[config.mk]
export PLATFORM = sky130hd
export DESIGN_NAME = relay_schedule_controller
export DESIGN_NICKNAME = d
export VERILOG_FILES = /design/src/rtl/rsc_pkg.sv /design/src/rtl/rsc_mod.sv /design/src/rtl/rsc_dpath.sv /design/src/rtl/rsc_ctrl.sv /design/src/rtl/relay_schedule_controller.sv
export VERILOG_INCLUDE_DIRS = /design/src /design/src/rtl
export SDC_FILE = /design/constraint.sdc
export NUM_CORES = 1
export LEC_CHECK = 0
export BUFFER_PORTS_ARGS = -buffer_cell sky130_fd_sc_hd__buf_4
export CAP_MARGIN = 20
export CORE_ASPECT_RATIO = 1.5
export CORE_UTILIZATION = 37
export DETAILED_ROUTE_END_ITERATION = 8
export PLACE_DENSITY = 0.62
export SYNTH_ARGS = -nofsm -noshare
export SYNTH_HDL_FRONTEND = slang
export SYNTH_SLANG_ARGS = --single-unit
[constraint.sdc]
create_clock -name i_clk -period 3.45 [get_ports i_clk]
set_input_delay 0.69 -clock i_clk [delete_from_list [all_inputs] [get_ports i_clk]]
set_output_delay 0.69 -clock i_clk [all_outputs]
set_load 0.05 [all_outputs]
[src/rtl/relay_schedule_controller_macros.svh]
// ----------------------------------------------------------------------------
// relay_schedule_controller_macros
// Assertion macros for the relay schedule controller; empty in synthesis.
// ----------------------------------------------------------------------------
`ifndef RELAY_SCHEDULE_CONTROLLER_MACROS_SVH
`define RELAY_SCHEDULE_CONTROLLER_MACROS_SVH

`ifndef SYNTHESIS

// Same-cycle implication, checked outside reset.
`define RSC_ASSERT_IMPL(lbl, clk, rst_n, ante, cons, msg) \
    lbl: assert property (@(posedge clk) disable iff (!rst_n) (ante) |-> (cons)) \
        else $error(msg);

// Next-cycle implication, checked outside reset.
`define RSC_ASSERT_NEXT(lbl, clk, rst_n, ante, cons, msg) \
    lbl: assert property (@(posedge clk) disable iff (!rst_n) (ante) |=> (cons)) \
        else $error(msg);

`else

`define RSC_ASSERT_IMPL(lbl, clk, rst_n, ante, cons, msg)
`define RSC_ASSERT_NEXT(lbl, clk, rst_n, ante, cons, msg)

`endif

`endif

[src/rtl/rsc_pkg.sv]
// ----------------------------------------------------------------------------
// rsc_pkg
// Shared widths, register indexes, codes and control structs.
// ----------------------------------------------------------------------------
package rsc_pkg;

    localparam int unsigned TIME_W     = 27;
    localparam int unsigned PERIOD_W   = TIME_W + 1;
    localparam int unsigned MODE_W     = 2;
    localparam int unsigned COUNT_W    = 5;
    localparam int unsigned INDEX_W    = 4;
    localparam int unsigned CFG_IDX_W  = 3;
    localparam int unsigned CFG_DATA_W = TIME_W;

    // Configuration register indexes
    localparam logic [CFG_IDX_W-1:0] CFG_MODE   = 3'd0;
    localparam logic [CFG_IDX_W-1:0] CFG_ON     = 3'd1;
    localparam logic [CFG_IDX_W-1:0] CFG_OFF    = 3'd2;
    localparam logic [CFG_IDX_W-1:0] CFG_MANUAL = 3'd3;
    localparam logic [CFG_IDX_W-1:0] CFG_COUNT  = 3'd4;

    typedef enum logic [MODE_W-1:0] {
        MODE_OFF    = 2'd0,
        MODE_MANUAL = 2'd1,
        MODE_TIME   = 2'd2,
        MODE_PWM    = 2'd3
    } t_mode;

    // How the working level register is updated
    typedef enum logic [2:0] {
        LV_HOLD   = 3'd0,
        LV_ZERO   = 3'd1,
        LV_MANUAL = 3'd2,
        LV_ENTRY  = 3'd3,
        LV_PWM    = 3'd4
    } t_level_op;

    typedef struct packed {
        logic      load_we;
        logic      tick_start;
        logic      rd_wrap;
        logic      rd_scan;
        logic      mod_start;
        t_level_op level_op;
        logic      out_load;
    } t_cmd;

    typedef struct packed {
        t_mode mode;
        logic  count_zero;
        logic  pwm_off;
        logic  scan_hit;
        logic  scan_last;
        logic  mod_done;
        logic  out_free;
    } t_status;

endpackage

[src/rtl/rsc_mod.sv]
// ----------------------------------------------------------------------------
// rsc_mod
// Restoring remainder unit, one dividend bit per cycle.
// ----------------------------------------------------------------------------
module rsc_mod
    import rsc_pkg::*;
(
    input  logic                i_clk,
    input  logic                i_rst_n,
    input  logic                i_start,
    input  logic [TIME_W-1:0]   i_dividend,
    input  logic [PERIOD_W-1:0] i_divisor,
    output logic                o_done,
    output logic [PERIOD_W-1:0] o_rem
);

    localparam int unsigned STEP_W = $clog2(TIME_W);
    localparam logic [STEP_W-1:0] LAST_STEP = STEP_W'(TIME_W - 1);

    logic                r_busy;
    logic                r_done;
    logic [STEP_W-1:0]   r_step;
    logic [TIME_W-1:0]   r_dvd;
    logic [PERIOD_W-1:0] r_div;
    logic [PERIOD_W-1:0] r_rem;

    logic [PERIOD_W:0]   trial;
    logic [PERIOD_W:0]   diff;
    logic                fits;

    assign trial = {r_rem, r_dvd[TIME_W-1]};
    assign diff  = trial - {1'b0, r_div};
    assign fits  = (trial >= {1'b0, r_div});

    always_ff @(posedge i_clk) begin
        if (!i_rst_n) begin
            r_busy <= 1'b0;
            r_done <= 1'b0;
            r_step <= '0;
        end else if (i_start) begin
            r_busy <= 1'b1;
            r_done <= 1'b0;
            r_step <= '0;
        end else if (r_busy) begin
            r_step <= r_step + STEP_W'(1);
            if (r_step == LAST_STEP) begin
                r_busy <= 1'b0;
                r_done <= 1'b1;
            end
        end else begin
            r_done <= 1'b0;
        end
    end

    always_ff @(posedge i_clk) begin
        if (i_start) begin
            r_dvd <= i_dividend;
            r_div <= i_divisor;
            r_rem <= '0;
        end else if (r_busy) begin
            r_dvd <= {r_dvd[TIME_W-2:0], 1'b0};
            r_rem <= fits ? diff[PERIOD_W-1:0] : trial[PERIOD_W-1:0];
        end
    end

    assign o_done = r_done;
    assign o_rem  = r_rem;

endmodule

[src/rtl/rsc_dpath.sv]
// ----------------------------------------------------------------------------
// rsc_dpath
// Configuration registers, timeline memory, scan pointer, level and output.
// ----------------------------------------------------------------------------
module rsc_dpath
    import rsc_pkg::*;
#(
    parameter int unsigned NUM_ENTRIES = 16
)
(
    input  logic                  i_clk,
    input  logic                  i_rst_n,
    input  logic                  i_cfg_we,
    input  logic [CFG_IDX_W-1:0]  i_cfg_index,
    input  logic [CFG_DATA_W-1:0] i_cfg_data,
    input  logic [TIME_W-1:0]     i_now_ms,
    input  logic [INDEX_W-1:0]    i_entry_index,
    input  logic [TIME_W-1:0]     i_entry_time_ms,
    input  logic                  i_entry_level,
    input  logic                  i_stall,
    input  t_cmd                  i_cmd,
    output t_status               o_status,
    output logic                  o_valid,
    output logic                  o_relay_level,
    output logic                  o_heartbeat_led
);

    localparam int unsigned ADDR_W = (NUM_ENTRIES > 1) ? $clog2(NUM_ENTRIES) : 1;
    localparam int unsigned PTR_W  = $clog2(NUM_ENTRIES + 1);
    localparam int unsigned CMP_W  = (PTR_W > COUNT_W) ? PTR_W : COUNT_W;

    // Configuration
    t_mode               r_mode;
    logic [TIME_W-1:0]   r_on;
    logic [TIME_W-1:0]   r_off;
    logic                r_manual;
    logic [COUNT_W-1:0]  r_count;

    // Timeline memory: {time, level}
    logic [TIME_W:0]     mem [NUM_ENTRIES];
    logic [TIME_W:0]     r_rd;

    logic [TIME_W-1:0]   r_now;
    logic [PTR_W-1:0]    r_k;
    logic                r_level;
    logic                r_out_valid;
    logic                r_out_level;
    logic                r_hb;

    logic [CMP_W-1:0]    count_ext;
    logic [CMP_W-1:0]    num_ext;
    logic [CMP_W-1:0]    count_clamp;
    logic [PTR_W-1:0]    cnt_use;
    logic [PTR_W-1:0]    last_ptr;
    logic [PTR_W-1:0]    rd_ptr;
    logic [ADDR_W-1:0]   rd_addr;
    logic [ADDR_W-1:0]   wr_addr;
    logic                wr_ok;
    logic [TIME_W-1:0]   rd_time;
    logic                rd_level;
    logic [PERIOD_W-1:0] period;
    logic [PERIOD_W-1:0] mod_rem;
    logic                mod_done;
    logic                pwm_level;

    always_ff @(posedge i_clk) begin
        if (!i_rst_n) begin
            r_mode   <= MODE_OFF;
            r_on     <= '0;
            r_off    <= '0;
            r_manual <= 1'b0;
            r_count  <= '0;
        end else if (i_cfg_we) begin
            case (i_cfg_index)
                CFG_MODE:   r_mode   <= t_mode'(i_cfg_data[MODE_W-1:0]);
                CFG_ON:     r_on     <= i_cfg_data[TIME_W-1:0];
                CFG_OFF:    r_off    <= i_cfg_data[TIME_W-1:0];
                CFG_MANUAL: r_manual <= i_cfg_data[0];
                CFG_COUNT:  r_count  <= i_cfg_data[COUNT_W-1:0];
                default: begin
                end
            endcase
        end
    end

    // Clamp the entry count to the memory depth
    assign count_ext   = CMP_W'(r_count);
    assign num_ext     = CMP_W'(NUM_ENTRIES);
    assign count_clamp = (count_ext > num_ext) ? num_ext : count_ext;
    assign cnt_use     = PTR_W'(count_clamp);
    assign last_ptr    = cnt_use - PTR_W'(1);
    assign rd_ptr      = i_cmd.rd_wrap ? last_ptr : r_k;
    assign rd_addr     = rd_ptr[ADDR_W-1:0];

    assign wr_ok   = (32'(i_entry_index) < NUM_ENTRIES);
    assign wr_addr = ADDR_W'(i_entry_index);

    always_ff @(posedge i_clk) begin
        if (i_cmd.load_we && wr_ok) begin
            mem[wr_addr] <= {i_entry_time_ms, i_entry_level};
        end
    end

    always_ff @(posedge i_clk) begin
        if (i_cmd.rd_wrap || i_cmd.rd_scan) begin
            r_rd <= mem[rd_addr];
        end
    end

    assign rd_time  = r_rd[TIME_W:1];
    assign rd_level = r_rd[0];

    always_ff @(posedge i_clk) begin
        if (!i_rst_n) begin
            r_k <= '0;
        end else if (i_cmd.tick_start) begin
            r_k <= '0;
        end else if (i_cmd.rd_scan) begin
            r_k <= r_k + PTR_W'(1);
        end
    end

    always_ff @(posedge i_clk) begin
        if (i_cmd.tick_start) begin
            r_now <= i_now_ms;
        end
    end

    assign period = {1'b0, r_on} + {1'b0, r_off};

    rsc_mod u_mod (
        .i_clk      (i_clk),
        .i_rst_n    (i_rst_n),
        .i_start    (i_cmd.mod_start),
        .i_dividend (i_now_ms),
        .i_divisor  (period),
        .o_done     (mod_done),
        .o_rem      (mod_rem)
    );

    assign pwm_level = (mod_rem <= {1'b0, r_on});

    always_ff @(posedge i_clk) begin
        case (i_cmd.level_op)
            LV_ZERO:   r_level <= 1'b0;
            LV_MANUAL: r_level <= r_manual;
            LV_ENTRY:  r_level <= rd_level;
            LV_PWM:    r_level <= pwm_level;
            default:   r_level <= r_level;
        endcase
    end

    // Output register; the heartbeat toggles with every result
    always_ff @(posedge i_clk) begin
        if (!i_rst_n) begin
            r_out_valid <= 1'b0;
            r_hb        <= 1'b0;
        end else if (i_cmd.out_load) begin
            r_out_valid <= 1'b1;
            r_hb        <= ~r_hb;
        end else if (!i_stall) begin
            r_out_valid <= 1'b0;
        end
    end

    always_ff @(posedge i_clk) begin
        if (i_cmd.out_load) begin
            r_out_level <= r_level;
        end
    end

    assign o_status.mode       = r_mode;
    assign o_status.count_zero = (cnt_use == '0);
    assign o_status.pwm_off    = (r_on == '0) || (r_off == '0);
    assign o_status.scan_hit   = (r_now > rd_time);
    assign o_status.scan_last  = (r_k == cnt_use);
    assign o_status.mod_done   = mod_done;
    assign o_status.out_free   = !r_out_valid || !i_stall;

    assign o_valid         = r_out_valid;
    assign o_relay_level   = r_out_level;
    assign o_heartbeat_led = r_hb;

endmodule

[src/rtl/rsc_ctrl.sv]
// ----------------------------------------------------------------------------
// rsc_ctrl
// Sequencer: accepts transactions and steps the datapath through a tick.
// ----------------------------------------------------------------------------
`include "relay_schedule_controller_macros.svh"

module rsc_ctrl
    import rsc_pkg::*;
(
    input  logic    i_clk,
    input  logic    i_rst_n,
    input  logic    i_valid,
    input  logic    i_kind,
    input  t_status i_status,
    output logic    o_stall,
    output t_cmd    o_cmd
);

    typedef enum logic [4:0] {
        S_IDLE = 5'b00001,
        S_WRAP = 5'b00010,
        S_SCAN = 5'b00100,
        S_MOD  = 5'b01000,
        S_DONE = 5'b10000
    } t_state;

    t_state r_state;
    t_state n_state;
    logic   accept;

    assign accept  = i_valid && (r_state == S_IDLE);
    assign o_stall = (r_state != S_IDLE);

    always_comb begin
        n_state        = r_state;
        o_cmd          = '0;
        o_cmd.level_op = LV_HOLD;
        case (r_state)
            S_IDLE: begin
                if (accept && i_kind) begin
                    o_cmd.load_we = 1'b1;
                end else if (accept) begin
                    o_cmd.tick_start = 1'b1;
                    case (i_status.mode)
                        MODE_MANUAL: begin
                            o_cmd.level_op = LV_MANUAL;
                            n_state        = S_DONE;
                        end
                        MODE_TIME: begin
                            if (i_status.count_zero) begin
                                o_cmd.level_op = LV_ZERO;
                                n_state        = S_DONE;
                            end else begin
                                o_cmd.rd_wrap = 1'b1;
                                n_state       = S_WRAP;
                            end
                        end
                        MODE_PWM: begin
                            if (i_status.pwm_off) begin
                                o_cmd.level_op = LV_ZERO;
                                n_state        = S_DONE;
                            end else begin
                                o_cmd.mod_start = 1'b1;
                                n_state         = S_MOD;
                            end
                        end
                        default: begin
                            o_cmd.level_op = LV_ZERO;
                            n_state        = S_DONE;
                        end
                    endcase
                end
            end
            S_WRAP: begin
                // Last entry's level is the fallback; start the scan at slot 0
                o_cmd.level_op = LV_ENTRY;
                o_cmd.rd_scan  = 1'b1;
                n_state        = S_SCAN;
            end
            S_SCAN: begin
                if (i_status.scan_hit) begin
                    o_cmd.level_op = LV_ENTRY;
                    if (i_status.scan_last) begin
                        n_state = S_DONE;
                    end else begin
                        o_cmd.rd_scan = 1'b1;
                    end
                end else begin
                    n_state = S_DONE;
                end
            end
            S_MOD: begin
                if (i_status.mod_done) begin
                    o_cmd.level_op = LV_PWM;
                    n_state        = S_DONE;
                end
            end
            S_DONE: begin
                if (i_status.out_free) begin
                    o_cmd.out_load = 1'b1;
                    n_state        = S_IDLE;
                end
            end
            default: begin
                n_state = S_IDLE;
            end
        endcase
    end

    always_ff @(posedge i_clk) begin
        if (!i_rst_n) begin
            r_state <= S_IDLE;
        end else begin
            r_state <= n_state;
        end
    end

    `RSC_ASSERT_NEXT(a_load_stays_idle, i_clk, i_rst_n, accept && i_kind, r_state == S_IDLE, "load transaction left idle")
    `RSC_ASSERT_NEXT(a_tick_leaves_idle, i_clk, i_rst_n, accept && !i_kind, r_state != S_IDLE, "tick transaction did not start work")
    `RSC_ASSERT_IMPL(a_mod_done_in_mod, i_clk, i_rst_n, i_status.mod_done, r_state == S_MOD, "remainder finished outside its wait state")

endmodule

[src/rtl/relay_schedule_controller.sv]
// ----------------------------------------------------------------------------
// relay_schedule_controller
// One relay channel: timeline schedule, pwm, manual and off modes, heartbeat.
// ----------------------------------------------------------------------------
//
//  channel   handshake            payload
//  -------   ------------------   -----------------------------------------------
//  input     i_valid / o_stall    i_kind, i_now_ms, i_entry_index,
//                                 i_entry_time_ms, i_entry_level
//  output    o_valid / i_stall    o_relay_level, o_heartbeat_led
//  config    i_cfg_we             i_cfg_index, i_cfg_data
//
//  A load transaction produces no result.
//  A tick's result waits only on the done state in off and manual modes; in
//  time mode it also waits on one timeline memory read per slot scanned, and
//  in pwm mode on the remainder unit, which retires one dividend bit per
//  cycle, 27 bits.
//  Reset is synchronous and active low; the timeline memory is not cleared.
//  The input is stalled while a tick is in progress, or while a finished
//  result waits for a full output register to drain.
//
module relay_schedule_controller
    import rsc_pkg::*;
#(
    parameter int unsigned NUM_ENTRIES = 16
)
(
    input  logic                  i_clk,
    input  logic                  i_rst_n,

    // Input channel
    input  logic                  i_valid,
    output logic                  o_stall,
    input  logic                  i_kind,
    input  logic [TIME_W-1:0]     i_now_ms,
    input  logic [INDEX_W-1:0]    i_entry_index,
    input  logic [TIME_W-1:0]     i_entry_time_ms,
    input  logic                  i_entry_level,

    // Output channel
    output logic                  o_valid,
    input  logic                  i_stall,
    output logic                  o_relay_level,
    output logic                  o_heartbeat_led,

    // Configuration write port
    input  logic                  i_cfg_we,
    input  logic [CFG_IDX_W-1:0]  i_cfg_index,
    input  logic [CFG_DATA_W-1:0] i_cfg_data
);

    t_cmd    cmd;
    t_status status;

    // Sequencer: accept transactions, walk the timeline, wait on the remainder
    rsc_ctrl u_ctrl (
        .i_clk    (i_clk),
        .i_rst_n  (i_rst_n),
        .i_valid  (i_valid),
        .i_kind   (i_kind),
        .i_status (status),
        .o_stall  (o_stall),
        .o_cmd    (cmd)
    );

    // Datapath: registers, timeline memory, remainder unit, output register
    rsc_dpath #(
        .NUM_ENTRIES (NUM_ENTRIES)
    ) u_dpath (
        .i_clk           (i_clk),
        .i_rst_n         (i_rst_n),
        .i_cfg_we        (i_cfg_we),
        .i_cfg_index     (i_cfg_index),
        .i_cfg_data      (i_cfg_data),
        .i_now_ms        (i_now_ms),
        .i_entry_index   (i_entry_index),
        .i_entry_time_ms (i_entry_time_ms),
        .i_entry_level   (i_entry_level),
        .i_stall         (i_stall),
        .i_cmd           (cmd),
        .o_status        (status),
        .o_valid         (o_valid),
        .o_relay_level   (o_relay_level),
        .o_heartbeat_led (o_heartbeat_led)
    );

endmodule

======== After elaboration in Yosys (flattened, before gate mapping) ========
Memory sizes are Yosys's and may differ from the RTL's. A register that Yosys moved wholly into a read port is not among the register bits.
Index checks and enable logic that the tools add are counted.
cells by class
  bitwise gates (word level) .............. 3
  equal/unequal tests ..................... 25
  mux-type cells .......................... 45
  reduce and logical (&&, ||, !) cells .... 22
  add/sub/neg operators ................... 5
  order comparisons ....................... 4
operators by type and width
  operator                                               count
  logical NOT 27 bit                                     2
  two-way mux 27 bit                                     2
  two-way mux 5 bit                                      9
  greater-or-equal comparator 29 x 28 -> 1 bit           1
  adder 27 x 27 -> 28 bit                                1
  less-or-equal comparator 28 x 27 -> 1 bit              1
  two-way mux 28 bit                                     1
  subtractor 28 bit                                      1
  greater-than comparator 27 bit                         1
  one-hot mux 5 bit (5 select lines)                     1
  two-way mux 1 bit                                      19
  == test 3 x 2 -> 1 bit, second input constant          4
  two-way mux 4 bit                                      3
  one-hot mux 3 bit (4 select lines)                     1
  adder 5 x 1 -> 5 bit, second input constant            2
  == test 5 bit, second input constant                   2
  one-hot mux 5 bit (2 select lines)                     1
  AND reduction 2 bit                                    5
  one-hot mux 3 bit (3 select lines)                     1
  == test 3 x 1 -> 1 bit, second input constant          2
  == test 3 bit, second input constant                   2
  two-way mux 2 bit                                      3
  two-way mux 3 bit                                      2
  inequality test 2 x 1 -> 1 bit, second input constant  3
  other kinds (25)                                       34
storage, ports and cells
  memory bits (writable) .................. 448
  input bits .............................. 95
  logic and storage cells ................. 123
  flip-flop bits (word level) ............. 193
  output and inout port bits .............. 4
  memories kept ........................... 1
memories
  name         depth  width  rd ports  clocked after Yosys merged registers in  write ports  line             text
  u_dpath.mem  16     28     1         1                                        1            rsc_dpath.sv:40  logic [TIME_W:0] mem [NUM_ENTRIES];

======== Depth between registers and ports, before layout ========
  depth in word-level cells ............... 10
  depth in mapped cells ................... 13
  mapped depth without buffers ............ 12

======== By module ========
A second synthesis with hierarchy kept.
unflattened totals
  cell total of the unflattened synthesis .. 2045
  area total of the unflattened synthesis .. 30021.3 um2
modules (own cells, without submodules)
  module     cells an instance  instances  area an instance (um2)  seq. area each (um2)
  rsc_dpath  1499               1          24423.4                 16545.9
  rsc_mod    486                1          5138.7                  2352.3
  rsc_ctrl   60                 1          459.2                   100.1

======== Least setup slack after synthesis ========
OpenSTA, ideal clock, no wires.
  path kind ............................... reg-to-reg
  from .................................... reg u_ctrl.r_state[4]
  to ...................................... reg u_dpath.u_mod.r_dvd[22], data pin
  data required time ...................... 3.189 ns
  buffers on the path ..................... 1
  data arrival time ....................... 3.773 ns
  period minus slack after synthesis ...... 4.033 ns
  setup slack ............................. -0.583 ns
  library setup time ...................... 0.261 ns
  cell stages (with the launch flop) ...... 8
  cells stage by stage .................... dfxtp_1 nor3_2 nand3b_2 nor3b_4 nand2_1 inv_1 buf_1 mux2_2
RTL lines
  item                    line             text
  from (decl)             rsc_ctrl.sv:27   t_state r_state;
  from (signal assigned)  rsc_ctrl.sv:114  r_state <= n_state;
  to (signal assigned)    rsc_mod.sv:57    r_dvd <= i_dividend;
  to (signal assigned)    rsc_mod.sv:61    r_dvd <= {r_dvd[TIME_W-2:0], 1'b0};
  to (decl)               rsc_mod.sv:23    logic [TIME_W-1:0] r_dvd;

======== Worst setup path after layout ========
  from .................................... reg u_dpath.r_on[6]
  to ...................................... reg u_dpath.u_mod.r_div[27], data pin
on the way
  word-level cells in the longest chain between the ends .. 1
RTL lines
  item                     line              text
  from (decl)              rsc_dpath.sv:34   logic [TIME_W-1:0] r_on;
  from (signal assigned)   rsc_dpath.sv:76   CFG_ON: r_on <= i_cfg_data[TIME_W-1:0];
  adder 27 x 27 -> 28 bit  rsc_dpath.sv:129  assign period = {1'b0, r_on} + {1'b0, r_off};
  via u_dpath.period[27]   rsc_dpath.sv:61   logic [PERIOD_W-1:0] period;
  to (signal assigned)     rsc_mod.sv:58     r_div <= i_divisor;
  to (decl)                rsc_mod.sv:24     logic [PERIOD_W-1:0] r_div;
The timed path passes the listed nets, and every way through them passes these cells.
A chain may end at the register's enable or synchronous reset.

==> impl_metrics.toml <==
[clocking]
clk_pin_slew_ns = 0.06
cts_root_buf = "clkbuf_16"
cts_buffers = 68
cts_tree = "built"
clkSinkCount = 669
worstSkewPairLatency_ns = 0.61
htree_levels = 3
cts_hold_buffers = 0
clockBufferDepth = 3

[die]
start_util = 0.375
core-area_um2 = 79000
die_area_um2 = 81100
rows = 126
boundaryPins = 99
chipWidth_um = 233
die_h_um = 348

[synthesis]
synth_area_leaders = "edfxtp_1 57%, mux4_2 8.5%, dfxtp_1 7.4%"
synth.distinct_cells = 74
syn_avg_cell_area_um2 = 14.7
synth_fa_ha_area_frac = 0.0491
ys_seq_elements = 669
synth-simple-area-share = 0.0659
synth_ff_type = "edfxtp_1"
syn_area_um2 = 29600
synth_cells = 2009
synth_top_area_share = 0.568
synth_xor_area_frac = 0.0169
synth_top_family_by_area = "multiplexers"
ys_warn_count = 0
syn_nets = 2219
synthMuxAreaShare = 0.130
synth_enable_flop_cells = 560
synth-compound-area-share = 0.0658
ys_async_sr_fraction = 0
post-synth-top-area-cell = "edfxtp_1"
ys_seq_area_frac = 0.642

[worst_setup_path]
cp_data_required_time_ns = 3.78
cp.arrival_ns = 3.58
cpMaxStageDelayCell = "a2111o_1"
path_cells = "ha_1, a21o_1, a21oi_1, o21bai_1, a2111o_1, a211oi_2, nor2_1, a2111oi_2, buf_4, o21a_1, o21ai_0"
ff2ff_setup_slack_ns = 0.21
endpoint_kind = "register"
worstSetupStartpointType = "register"
r2r-start = "u_dpath.r_on[6]$_SDFFE_PN0P_"
r2r_cells = 11
slowest_delay_ns = 0.48
crit_type = "register to register"
critPathMaxFanout = 4
path_buf_inv = 1
r2r_end = "u_dpath.u_mod.r_div[27]$_DFFE_PP_"
cp_top_family = "compound AO/OA/AOI/OAI gates"

[place]
place.gp.congestion = 0.887
place_area_um2 = 32200
post-place-ws_ns = 0.161
dpl.hpwl_um = 50300
port_buffers = 98

[pwr]
irDropWorstVdd_v = 0.000440
p_leak_nw = 12.7
power_density_nw_per_um2 = 515
p_total_w = 0.0178

[job]
cap_violations = 0

[cells_and_area]
area_delta_synth_final_pct = 16.5
drive_gt1_frac = 0.203
stdcell_area_um2 = 34500
num_antenna_cells = 0
regArea_um2 = 19000
multi_input_area_um2 = 9910
final_nets = 2396
nFillCells = 6968

[sta]
setup_viol = 0
setup_ws_ns = 0.207
period_needed_ns = 3.24
fmax_mhz = 308
finClkSkew_ns = 0.0199
relSlewSlack = 0.513
rsz0062_at_grt = "no"
worstMarginPinSlew_ns = 0.729
setup_tns_ns = 0
slew_viol_final = 0
finalHoldViolCount = 0
fin_crit_sh = 0.940

[global_routing]
grt_pass1_wl_um = 112000
grtUsageTotal = 0.187
top_usage_layer = "met2"
met1_usage = 0.204
grt_pass1_vias = 18200
grt_max_degree = 64
antenna_found_initial = 7
use_met2 = 0.352
overflow = 0
use_met3 = 0.0341

[detailed_routing]
drt_first_pass_iters = 6
drc = 0
vias = 17500
routed_wl_um = 74900
via_per_inst = 5.36
ant_nets = 0
routedWlPerCell_um = 23.0
drt_iter0_markers = 1254

[hold_path]
hold_path.class = "input port to register"
worstHoldEndpoint = "u_dpath.r_now[17]$_DFFE_PP_"
hold_start = "i_now_ms[17]"
min_path_cells = 1

[outcome]
outcome = "finished, final reports clean"
final cells by class:
class / count / share of cell area
well taps: 1024 / 0.0372
clock buffers: 80 / 0.0516
inverters: 109 / 0.0119
flip-flops and latches: 669 / 0.551
clock inverters: 39 / 0.0127
multi-input cells: 1159 / 0.288
repair buffers: 179 / 0.0477
cells by family (layout without fill, tap and decap cells):
family	count (synthesis)	count (layout)
AOI/OAI and AO/OA	329	329
xor gates and xnor gates	57	57
adders and majority gates	115	115
buffers and inverters	181	407
DFF	669	669
muxes	241	241
and+or+nand+nor	417	417
worst max path at each step:
stage,start,to,slack (ns),depth (start not counted)
final,u_dpath.r_on[6]$_SDFFE_PN0P_,u_dpath.u_mod.r_div[27]$_DFFE_PP_,0.21,11
after floorplan,u_ctrl.r_state[3]$_SDFFE_PN0P_,u_dpath.r_rd[10]$_DFFE_PP_,-0.07,10
after detailed placement,u_dpath.r_on[6]$_SDFFE_PN0P_,u_dpath.u_mod.r_div[27]$_DFFE_PP_,0.16,11
after global placement,u_dpath.r_on[6]$_SDFFE_PN0P_,u_dpath.u_mod.r_div[23]$_DFFE_PP_,0.20,11
after CTS,u_dpath.r_on[6]$_SDFFE_PN0P_,u_dpath.u_mod.r_div[27]$_DFFE_PP_,0.11,11
after global routing,u_dpath.count_ext[4]$_SDFFE_PN0P_,u_dpath.r_rd[18]$_DFFE_PP_,0.01,11
stage by stage:
| stage | utilization | hold slack (ns) | cells |
|---|---|---|---|
| finish | 0.436 | 0.262 | 3259 |
| global route | 0.436 | 0.240 | 3259 |
| CTS | 0.436 | 0.223 | 3259 |
| detailed placement | 0.408 | 0.474 | 3140 |
| global placement | 0.408 | 0.468 | 3140 |
| floorplan | - | 0.400 | 2009 |
placed cells by master, fill, tap and decap left out, types with 40 or more instances in the layout:
| cell | instances |
|---|---|
| buf_4 | 155 |
| mux4_2 | 112 |
| dfxtp_1 | 107 |
| nand2_1 | 169 |
| xnor2_1 | 40 |
| mux2i_1 | 99 |
| ha_1 | 113 |
| nor2_1 | 82 |
| clkbuf_16 | 69 |
| edfxtp_1 | 560 |
| inv_1 | 107 |
| o21ai_0 | 65 |
| a21oi_1 | 155 |
registers in the layout, summed over array words and instances (netlist names), 2 cells and up:
signal / count
u_ctrl.r_state: 5
u_dpath.r_off: 27
u_dpath.count_ext: 5
u_dpath.u_mod.r_div: 28
u_dpath.r_rd: 28
u_dpath.u_mod.r_dvd: 27
u_dpath.r_now: 27
u_dpath.mem: 448
u_dpath.u_mod.r_step: 5
u_dpath.r_mode: 2
u_dpath.r_k: 5
u_dpath.u_mod.o_rem: 28
u_dpath.r_on: 27
synth_stat cells (all sizes together) (6+ instances only):
| master | instances |
|---|---|
| mux4 | 112 |
| nor3 | 23 |
| nand3b | 7 |
| a31oi | 8 |
| o21ai | 69 |
| dfxtp | 109 |
| ha | 113 |
| mux2 | 28 |
| nand2 | 170 |
| nor2 | 95 |
| clkbuf | 37 |
| nand3 | 20 |
| nand4 | 23 |
| o21bai | 8 |
| mux2i | 101 |
| a211oi | 13 |
| nor2b | 18 |
| a21o | 28 |
| a21oi | 157 |
| edfxtp | 560 |
| o211ai | 6 |
| inv | 109 |
| o21a | 8 |
| and3 | 6 |
| nand2b | 17 |
| xor2 | 17 |
| xnor2 | 40 |
| buf | 34 |
| nor4 | 18 |
layer usage:
layer | up-vias | wire (µm)
li1 | 8016 | -
met1 | 8861 | 27100
met2 | 440 | 41100
met3 | 153 | 4130
met4 | 12 | 2520
met5 | - | 73
report_power, final:
part | internal [W] | switching, W
registers | 0.00888 | 0.000129
logic | 0.000535 | 0.000781
clock network | 0.00431 | 0.00312
total | 0.0137 | 0.00403
repair_timing:
| action | in CTS | in global routing |
|---|---|---|
| hold endpoints to repair | 0 | 0 |
| setup endpoints to repair | 0 | 3 |
| resized for setup | 0 | 2 |
| setup buffers | 0 | 0 |
(Power assumes the default switching activity.)
